## src/dtmm_pkg.sv

```systemverilog
// Package: shared types and constants for the dual trimmed mean meter.
`timescale 1ns / 1ps
package dtmm_pkg;

  localparam int unsigned CfgIdxBits = 2;

  typedef enum logic [CfgIdxBits-1:0] {
    REG_VOLTAGE_DIVISOR = 2'd0,
    REG_CURRENT_DIVISOR = 2'd1,
    REG_VOLTAGE_LIMIT   = 2'd2,
    REG_CURRENT_LIMIT   = 2'd3
  } cfg_reg_t;

  localparam logic [15:0] VoltageDivisorReset = 16'd6045;
  localparam logic [15:0] CurrentDivisorReset = 16'd566;
  localparam logic [15:0] VoltageLimitReset   = 16'd380;
  localparam logic [15:0] CurrentLimitReset   = 16'd550;

  typedef enum logic [2:0] {
    ST_IDLE,
    ST_RANK,
    ST_MEAN,
    ST_SCALE,
    ST_OUT
  } state_t;

  // Control handed from the sequencer to the ring cells.
  typedef struct packed {
    logic clear;   // reset rank accumulators
  } cell_ctrl_t;

endpackage

```

## src/dtmm_cell.sv

```systemverilog
// Ring cell: holds one sample and counts how many ring entries rank below it.
`timescale 1ns / 1ps
module dtmm_cell
  import dtmm_pkg::*;
#(
  parameter int unsigned SAMPLE_BITS = 24,
  parameter int unsigned RANK_BITS   = 6,
  parameter int unsigned IDX_BITS    = 6,
  parameter int unsigned MY_INDEX    = 0
) (
  input  logic                   clk,
  input  logic                   rst_n,
  input  cell_ctrl_t             ctrl,
  input  logic                   load,
  input  logic [SAMPLE_BITS-1:0] load_data,
  // Broadcast element and its ring index during the rank sweep.
  input  logic [SAMPLE_BITS-1:0] probe_data,
  input  logic [IDX_BITS-1:0]    probe_idx,
  input  logic                   probe_vld,
  output logic [SAMPLE_BITS-1:0] value,
  output logic [RANK_BITS-1:0]   rank
);

  logic [SAMPLE_BITS-1:0] value_r;
  logic [RANK_BITS-1:0]   rank_r;
  logic                   below;

  // Ties are broken by index so the ranks form a permutation.
  assign below = (probe_data < value_r) ||
                 ((probe_data == value_r) && (probe_idx < IDX_BITS'(MY_INDEX)));

  always_ff @(posedge clk) begin
    if (!rst_n) begin
      value_r <= '0;
    end else if (load) begin
      value_r <= load_data;
    end
  end

  always_ff @(posedge clk) begin
    if (ctrl.clear) begin
      rank_r <= '0;
    end else if (probe_vld && below) begin
      rank_r <= rank_r + 1'b1;
    end
  end

  assign value = value_r;
  assign rank  = rank_r;

endmodule

```

## src/dtmm_lane.sv

```systemverilog
// Lane: one ring of cells, the rank sweep, the trimmed sum and the scaling divide.
`timescale 1ns / 1ps
module dtmm_lane
  import dtmm_pkg::*;
#(
  parameter int unsigned WINDOW      = 30,
  parameter int unsigned TRIM        = 7,
  parameter int unsigned SAMPLE_BITS = 24,
  localparam int unsigned IDX_BITS   = $clog2(WINDOW)
) (
  input  logic                   clk,
  input  logic                   rst_n,
  input  cell_ctrl_t             ctrl,
  input  logic                   wr_en,
  input  logic [IDX_BITS-1:0]    wr_slot,
  input  logic [SAMPLE_BITS-1:0] wr_data,
  input  logic                   probe_vld,
  input  logic [IDX_BITS-1:0]    probe_idx,
  input  logic                   acc_en,
  input  logic [IDX_BITS-1:0]    acc_idx,
  input  logic                   div_start,
  input  logic [15:0]            divisor,
  input  logic [15:0]            limit,
  output logic                   div_busy,
  output logic [15:0]            result,
  output logic                   warning
);

  localparam int unsigned RANK_BITS  = $clog2(WINDOW);
  localparam int unsigned KEPT       = (2 * TRIM < WINDOW) ? (WINDOW - 2 * TRIM) : 1;
  localparam int unsigned SUM_BITS   = SAMPLE_BITS + $clog2(WINDOW + 1);
  localparam int unsigned QB         = SAMPLE_BITS;
  localparam int unsigned CNT_BITS   = $clog2(QB + 1);
  localparam int unsigned DW         = (QB > 16) ? QB : 16;
  localparam int unsigned KEPT_BITS  = $clog2(KEPT);
  localparam int unsigned RSHIFT     = SUM_BITS + KEPT_BITS;
  localparam int unsigned RECIP_BITS = SUM_BITS + 1;
  localparam int unsigned PROD_BITS  = SUM_BITS + RECIP_BITS;
  // Rounded-up reciprocal of the kept count; exact for every sum below 2**SUM_BITS.
  localparam logic [RECIP_BITS-1:0] RECIP =
    RECIP_BITS'(((64'd1 << RSHIFT) + 64'(KEPT) - 64'd1) / 64'(KEPT));

  logic [SAMPLE_BITS-1:0] values [WINDOW];
  logic [RANK_BITS-1:0]   ranks  [WINDOW];

  for (genvar g = 0; g < WINDOW; g++) begin : g_cell
    dtmm_cell #(
      .SAMPLE_BITS(SAMPLE_BITS),
      .RANK_BITS  (RANK_BITS),
      .IDX_BITS   (IDX_BITS),
      .MY_INDEX   (g)
    ) u_cell (
      .clk       (clk),
      .rst_n     (rst_n),
      .ctrl      (ctrl),
      .load      (wr_en && (wr_slot == IDX_BITS'(g))),
      .load_data (wr_data),
      .probe_data(values[probe_idx]),
      .probe_idx (probe_idx),
      .probe_vld (probe_vld),
      .value     (values[g]),
      .rank      (ranks[g])
    );
  end

  // Sum the kept entries one per cycle.
  logic [SUM_BITS-1:0] sum_r;
  logic                keep;
  assign keep = (ranks[acc_idx] >= RANK_BITS'(TRIM)) &&
                (32'(ranks[acc_idx]) < WINDOW - TRIM);

  always_ff @(posedge clk) begin
    if (ctrl.clear) begin
      sum_r <= '0;
    end else if (acc_en && keep) begin
      sum_r <= sum_r + SUM_BITS'(values[acc_idx]);
    end
  end

  // Mean by reciprocal multiplication; zero when nothing is kept.
  logic [PROD_BITS-1:0] prod;
  logic [QB-1:0]        mean;
  assign prod = PROD_BITS'(sum_r) * PROD_BITS'(RECIP);
  assign mean = (2 * TRIM < WINDOW) ? QB'(prod >> RSHIFT) : '0;

  // Restoring division of the mean by the divisor, one bit a cycle.
  logic                busy_r;
  logic [CNT_BITS-1:0] cnt_r;
  logic [QB-1:0]       quo_r;
  logic [DW-1:0]       rem_r;
  logic [DW:0]         trial;
  logic [DW:0]         den;
  logic                qbit;
  logic [QB-1:0]       quo_nxt;
  logic [15:0]         result_r;

  assign den     = (DW + 1)'(divisor);
  assign trial   = {rem_r, quo_r[QB-1]};
  assign qbit    = (trial >= den);
  assign quo_nxt = {quo_r[QB-2:0], qbit};

  always_ff @(posedge clk) begin
    if (!rst_n) begin
      busy_r <= 1'b0;
    end else if (div_start) begin
      cnt_r <= CNT_BITS'(QB);
      quo_r <= mean;
      rem_r <= '0;
      if (divisor == 16'd0) begin
        busy_r   <= 1'b0;
        result_r <= 16'hFFFF;
      end else begin
        busy_r <= 1'b1;
      end
    end else if (busy_r) begin
      rem_r <= DW'(qbit ? (trial - den) : trial);
      quo_r <= quo_nxt;
      cnt_r <= cnt_r - 1'b1;
      if (cnt_r == CNT_BITS'(1)) begin
        busy_r <= 1'b0;
        if (64'(quo_nxt) > 64'hFFFF) begin
          result_r <= 16'hFFFF;
        end else begin
          result_r <= 16'(quo_nxt);
        end
      end
    end
  end

  assign div_busy = busy_r;
  assign result   = result_r;
  assign warning  = result_r > limit;

endmodule

```

## config.mk

```make
export PLATFORM = sky130hd
export DESIGN_NAME = dtmm_lane
export DESIGN_NICKNAME = d
export VERILOG_FILES = /design/src/dtmm_pkg.sv /design/src/dtmm_cell.sv /design/src/dtmm_lane.sv
export SDC_FILE = /design/constraint.sdc
export NUM_CORES = 2
export LEC_CHECK = 0
export ABC_AREA = 1
export ABC_CLOCK_PERIOD_IN_PS = 11300
export BUFFER_PORTS_ARGS = -buffer_cell sky130_fd_sc_hd__buf_4
export CAP_MARGIN = 25
export CELL_PAD_IN_SITES_DETAIL_PLACEMENT = 1
export CELL_PAD_IN_SITES_GLOBAL_PLACEMENT = 2
export CORE_MARGIN = 2
export CORE_UTILIZATION = 41
export DETAILED_ROUTE_END_ITERATION = 8
export GPL_ROUTABILITY_DRIVEN = 0
export PLACE_DENSITY = 0.95
export SKIP_CTS_REPAIR_TIMING = 1
export SLEW_MARGIN = 40
export SYNTH_ARGS = -nofsm -noshare
export SYNTH_HDL_FRONTEND = slang
export SYNTH_SLANG_ARGS = --single-unit
```

## constraint.sdc

```tcl
create_clock -name clk -period 11.3 [get_ports clk]
set_input_delay 1.13 -clock clk [delete_from_list [all_inputs] [get_ports clk]]
set_output_delay 1.13 -clock clk [all_outputs]
set_load 0.05 [all_outputs]
```

Yosys cells after proc, flatten, opt, wreduce, memory -nomap -nowiden

Cells that the tools add are included.

Register bits: 969
Output and inout bits: 18
Word-level logic and storage cells: 380

Equal/unequal tests: 61
Order comparisons: 67
Multiplexer cells: 23
Add/sub/neg operators: 33
Reduce and logical (&&, ||, !) cells: 128
Bitwise operators: 2

Operators with widths:

| cell                 | count |
|---|---|
| $eq 24x24->1         | 30 |
| $lt 24x24->1         | 30 |
| $bmux 24 s5          | 2 |
| $mux 24              | 8 |
| $add 5x1->5 const B  | 30 |
| $logic_and 1x1->1    | 92 |
| $mux 16              | 5 |
| $lt 5x5->1 const B   | 15 |
| $eq 5x5->1 const B   | 14 |
| $eq 5x4->1 const B   | 8 |
| $lt 5x4->1 const B   | 8 |
| $logic_or 1x1->1     | 30 |
| $add 29x24->29       | 1 |
| $bmux 5 s5           | 1 |
| $ge 25x16->1         | 1 |
| $gt 24x16->1 const B | 1 |
| $sub 24x16->24       | 1 |
| $eq 5x3->1 const B   | 4 |
| $lt 5x3->1 const B   | 4 |
| $gt 16x16->1         | 1 |
| $logic_not 16->1     | 1 |
| $mux 5               | 3 |
| $ge 6x6->1 const B   | 2 |
| $not 5->6            | 2 |
| other kinds (12)     | 20 |

Logic depth before layout (Yosys ltp)

Word-level depth: 8
Gate-level depth with buffers: 27
Mapped depth without buffers: 23

Cells and area by module

Synthesis repeated with hierarchy kept, for this count alone.

Cell total of the unflattened synthesis: 10960
Area total of the unflattened synthesis: 72330.6 um2

By module, submodules not included:

| module                            | seq. area each (um2) | instances | cells each | area an instance (um2) |
|---|---|---|---|---|
| dtmm_lane                         | 2652.5               | 1         | 4021       | 21256.6 |
| dtmm_cell (g_cell[1].u_cell ...)  | 580.6                | 3         | 232        | 1706.6 |
| dtmm_cell (g_cell[10].u_cell ...) | 580.6                | 2         | 232        | 1719.1 |
| dtmm_cell (g_cell[20].u_cell ...) | 580.6                | 2         | 231        | 1701.6 |
| dtmm_cell (g_cell[15].u_cell ...) | 580.6                | 2         | 231        | 1699.1 |
| dtmm_cell (g_cell[17].u_cell ...) | 580.6                | 2         | 233        | 1684.1 |
| dtmm_cell (g_cell[24].u_cell ...) | 580.6                | 2         | 230        | 1677.9 |
| dtmm_cell (g_cell[18].u_cell)     | 580.6                | 1         | 232        | 1751.7 |
| dtmm_cell (g_cell[26].u_cell)     | 580.6                | 1         | 232        | 1742.9 |
| dtmm_cell (g_cell[2].u_cell)      | 580.6                | 1         | 231        | 1739.2 |
| dtmm_cell (g_cell[22].u_cell)     | 580.6                | 1         | 234        | 1724.2 |
| dtmm_cell (g_cell[6].u_cell)      | 580.6                | 1         | 231        | 1721.7 |
| dtmm_cell (g_cell[11].u_cell)     | 580.6                | 1         | 233        | 1710.4 |
| dtmm_cell (g_cell[27].u_cell)     | 580.6                | 1         | 232        | 1710.4 |
| +10 rows                          | n/a                  | n/a       | n/a        | n/a |

Least setup slack after synthesis

OpenSTA, ideal clock, no wires.

Path kind: input to register
Start point: input probe_idx[2]
End point: register g_cell[1].u_cell.rank_r[0]
Arrival: 5.572 ns
Path buffers: 1
Library setup time: 0.113 ns
Cell stages on the path: 21
Slack: 5.615 ns
Cell sequence: buf_4 > inv_1 > nor2_4 > nand3_1 > nand2_1 > nor2_1 > nor2_1 > nor4_1 > ha_1 > nor2_1 > nor2_1 > o21a_1 > o21bai_1 > a21oi_1 > o21ai_0 > nand2_1 > nand3_1 > a21boi_1 > nand2_1 > nand2_1 > nor2_1

Longest elaborated chain between the ends: 8
Elaborated cells between the ends (all ways): 10
Classes of those cells: order compare (2); eq/ne (1); mux (3); bitwise (1); reduce/logical (3)

Ends and longest elaborated chain:

| element                                                              | RTL line        | RTL |
|---|---|---|
| start: declaration                                                   | dtmm_lane.sv:18 | `input logic [IDX_BITS-1:0] probe_idx,` |
| parallel branches: the longest is 6 deep, another holds $lt 24x24->1 | n/a             |  |
| $logic_or 1x1->1 (*)                                                 | dtmm_cell.sv:29 | `assign below = (probe_data < value_r) \|\|` |
| $logic_and 1x1->1 (*)                                                | dtmm_cell.sv:43 | `end else if (probe_vld && below) begin` |
| end signal: assignment                                               | dtmm_cell.sv:44 | `rank_r <= rank_r + 1'b1;` |
| end: declaration                                                     | dtmm_cell.sv:25 | `logic [RANK_BITS-1:0] rank_r;` |

Mark *: on every way between the ends. The select of a mux whose other input is x is not followed.
A chain may end at the register's enable or synchronous reset.

Worst setup path in the final report

Start point: input probe_idx[0]
End point: register g_cell[18].u_cell.rank_r[0]

Longest elaborated chain between the ends: 8
Elaborated cells between the ends (all ways): 10
Classes of those cells: order compare (2); eq/ne (1); mux (3); bitwise (1); reduce/logical (3)

Ends and longest elaborated chain:

| element                                                              | RTL line |
|---|---|
| parallel branches: the longest is 6 deep, another holds $lt 24x24->1 | n/a |
| $logic_or 1x1->1 (*)                                                 | dtmm_cell.sv:29 |
| $logic_and 1x1->1 (*)                                                | dtmm_cell.sv:43 |
| end signal: assignment                                               | dtmm_cell.sv:44 |
| end: declaration                                                     | dtmm_cell.sv:25 |

Marks and branches as above.

==> metrics <==
clock latency reported for the late side of the worst-skew pair 0.81 ns; Mapped Area 67070 µm²; maximum count of clock buffers along a single path 3; wire length of the first global-routing pass 458.3 mm; Max Clk Rate 0.1378 GHz; fraction of power consumed by sequential logic 0.343; Relative slew margins 0.3041; proportion of total power due to net switching 0.3609; Crit Path Max Fanout 85; reg-to-reg critical path endpoint g_cell[18].u_cell.rank[0]; asr flop ratio synth 0; Fin. Hold Viols 0; clock group share of total power 0.388; post-CTS clock slew at the launch and capture registers of the worst setup and hold paths 0.06 ns; Data required, critical path 12.00 ns; Initial Util 0.4125; Post-DP HPWL 220.5 mm; RR Startpoint g_cell[21].u_cell.value[10]; number of max-cap violations 0; IR Drop Worst-Case VDD 0.0001352 V; register area share after synthesis 0.2992; result of the run finished clean; die width 408.5 µm; vias per std cell 6.325; Net Count, Synth 10360; unrepaired setup endpoints after global routing no; GRT Util Overall 0.3581; final max-slew violation count 0; Final Instance Area 73380 µm²; Final period util 0.6423; share of power burned in combinational logic 0.268; number of antenna violations at the first check in global routing 27; Worst Min Path Start g_cell[13].u_cell.rank[4]; Min Clock Period, post-route 7.258 ns; CP bufs+invs 6; startpoint type of the worst setup path input pin; Internal Pwr Total 6809 µW; average wire length per cell after detail routing 27.16 µm; DR DRC count 0; static leakage 0.02906 µW; gate family responsible for the most delay along the worst path simple AND/OR/NAND/NOR gates; setup-violating endpoint count in the final report 0; nature of the critical path endpoint flip-flop; Routed Antenna Nets 0; area of the core region 162600 µm²; net count of the finished layout 10060; internal reg-to-reg setup slack 5.62 ns; mean instance size in the synthesized netlist 7.080 µm²; maximum number of pins on one net before global-route repair 211; most used standard cell by instance count after synthesis a21oi_1; I/O Pins 96; H-tree depth 3; synthesis-to-finish area growth 9.416%; leftover overflow at the end of global routing 0; Primary FF master, synth dfxtp_1; Slew @ Worst Pin 1.033 ns; number of enable flip-flop cells after synthesis 69; share of cells above drive strength 1 0.05223; arrival time at the worst endpoint 7.96 ns; total net switching power 3844 µW; number of vias in the routed layout 72450; total number of yosys warnings 0; number of iterations in the first detailed-routing pass 8; class of the most critical setup path in2reg; vias in the first global route 71040; hold path endpoint g_cell[13].u_cell.rank[4]; standard-cell row count 148; instance area after placement 69160 µm²; master cell of the clock root buffer clkbuf_16; Num Clock Sinks 968; cell depth of the worst flop-to-flop path 19; Slowest cell on crit path buf_4; count of buffers from port buffering 95; CP most frequent cell nand2_1; Setup Skew 0.04915 ns; total clock buffers created by CTS 116; worst path cell trace buf_8, buf_4, buf_4, nand2_1, o211ai_1, nand4_1, a221oi_1, nand2_1, buf_4, ha_1, nand2_1, inv_1, nand4_1, nor3_1, o2111ai_1, nand2_1, nand2_1, inv_1, nand2_1, nand2_1, nor2_1; leading post-synthesis cells by instance count a21oi_1 (1544), o21ai_0 (1490), nand2_1 (1171); Syn Inst Count 9473; Yosys cell types 70; die area 166800 µm²; power density of the placed cells 145.2 nW/µm²; summed negative setup slack over all endpoints 0 ns; critical path's largest stage delay 0.72 ns; synthesized flop and latch total 968; area share of the largest cell type after synthesis 0.2683; worst hold path depth 2; area leader, netlist dfxtp_1; TritonCTS clock tree yes; height of the die 408.5 µm; Detailed Route Iter0 Violations 7990; Hold/Removal Path Class reg2reg; Post-Route WL 311.0 mm; top post-synthesis cells by area dfxtp_1 (27%), ha_1 (15%), a21oi_1 (12%)
[worst max path at each step]
stage | depth (start not counted) | start | end | slack (ns)
floorplan | 21 | probe_idx[2] | g_cell[1].u_cell.rank[0] | 5.61
global placement | 21 | probe_idx[2] | g_cell[22].u_cell.rank[4] | 3.72
detailed placement | 21 | probe_idx[0] | g_cell[18].u_cell.rank[0] | 3.77
CTS | 21 | probe_idx[0] | g_cell[18].u_cell.rank[0] | 4.59
global route | 21 | probe_idx[0] | g_cell[18].u_cell.rank[0] | 3.95
finish | 21 | probe_idx[0] | g_cell[18].u_cell.rank[0] | 4.04
[worst register-to-register path, cell delays in order, from the launching register on]
cell       delay [ns]
dfxtp_1          0.30
inv_1            0.27
nand2_1          0.10
o211ai_1         0.27
a41oi_1          0.21
a221oi_1         0.51
nand2_1          0.46
buf_4            0.39
ha_1             0.33
nand2_1          0.06
inv_1            0.06
nand4_1          0.56
nor3_1           0.66
o2111ai_1        0.33
nand2_1          0.48
nand2_1          0.23
inv_1            0.16
nand2_1          0.07
nand2_1          0.06
nor2_1           0.05
[final cells by class]
| cell class | count | area [µm²] |
|---|---|---|
| diodes | 12 | 30.03 |
| flip-flops and latches | 968 | 20070 |
| clock buffers | 164 | 3283 |
| clock inverters | 50 | 815.8 |
| inverters | 1049 | 3963 |
| well taps | 2175 | 2721 |
| fillers | 20690 | 89200 |
| multi-input cells | 6819 | 40720 |
| repair buffers | 217 | 1782 |
[through the flow]
step	hold slack (ns)	power, µW	utilization	worst slack [ns]	cells
after floorplan	0.4407	5344	-	5.615	9473
after global placement	0.4493	6315	0.4249	3.724	11230
after detailed placement	0.4636	6441	0.4254	3.770	11230
after CTS	0.4719	10540	0.4506	4.592	11440
after global routing	0.4952	11020	0.4512	3.947	11440
final	0.4671	10650	0.4513	4.042	11450
[registers in the layout, indices dropped and copies added (netlist names)]
register	flops
g_cell.u_cell.value	720
result	16
div_busy	1
cnt_r	5
g_cell.u_cell.rank	150
sum_r	28
rem_r	24
quo_r	24
[layer usage]
metal  up-vias  global-route usage  wire (µm)  part of all wire
met2      3657              0.5355     130400              0.42
met5         -                   0        173           0.00056
met1     35450              0.4742     128100              0.41
met3       876             0.08095      32380              0.10
li1      32440                   -          -                 -
met4        30              0.2007      19970             0.064
[cells by family after synthesis]
| kind of cell | after synthesis | synth area share |
|---|---|---|
| adders and majority gates | 809 | 0.1511 |
| DFF | 968 | 0.2992 |
| xor gates and xnor gates | 107 | 0.01397 |
| AOI/OAI and AO/OA | 3687 | 0.3002 |
| buffers and inverters | 1686 | 0.09690 |
| and+or+nand+nor | 2216 | 0.1385 |
[cell usage in the layout (no fill, tap or decap), drive strengths merged, types with 10 or more instances in the layout]
cell type  Yosys  routed
a21oi       1545    1545
o21ai       1522    1522
nand2       1175    1175
inv         1048    1048
dfxtp        899     899
ha           807     807
nor2         515     515
nand3        276     276
buf          132     217
o211ai       208     208
clkbuf       505     164
nand4        123     123
o22ai         93      93
a221oi        81      81
nor3          70      70
edfxtp        69      69
xor2          68      68
a31oi         43      43
xnor2         39      39
a41oi         33      33
clkinv         1      30
o21a          28      28
nor4          27      27
o2111ai       22      22
bufinv         0      17
a211oi        16      16
o21bai        16      16
o221ai        15      15
diode          0      12
o311ai        12      12
o31ai         10      10
[power by group through the flow]
stage / Clock, µW / Combinational [µW] / Sequential (µW)
global route: 4280 / 3070 / 3670
CTS: 4150 / 2740 / 3650
floorplan: 0 / 1640 / 3700
global placement: 0 / 2590 / 3720
detailed placement: 0 / 2710 / 3730
finish: 4140 / 2860 / 3660
Note: power is estimated with default switching activity, not from simulation.
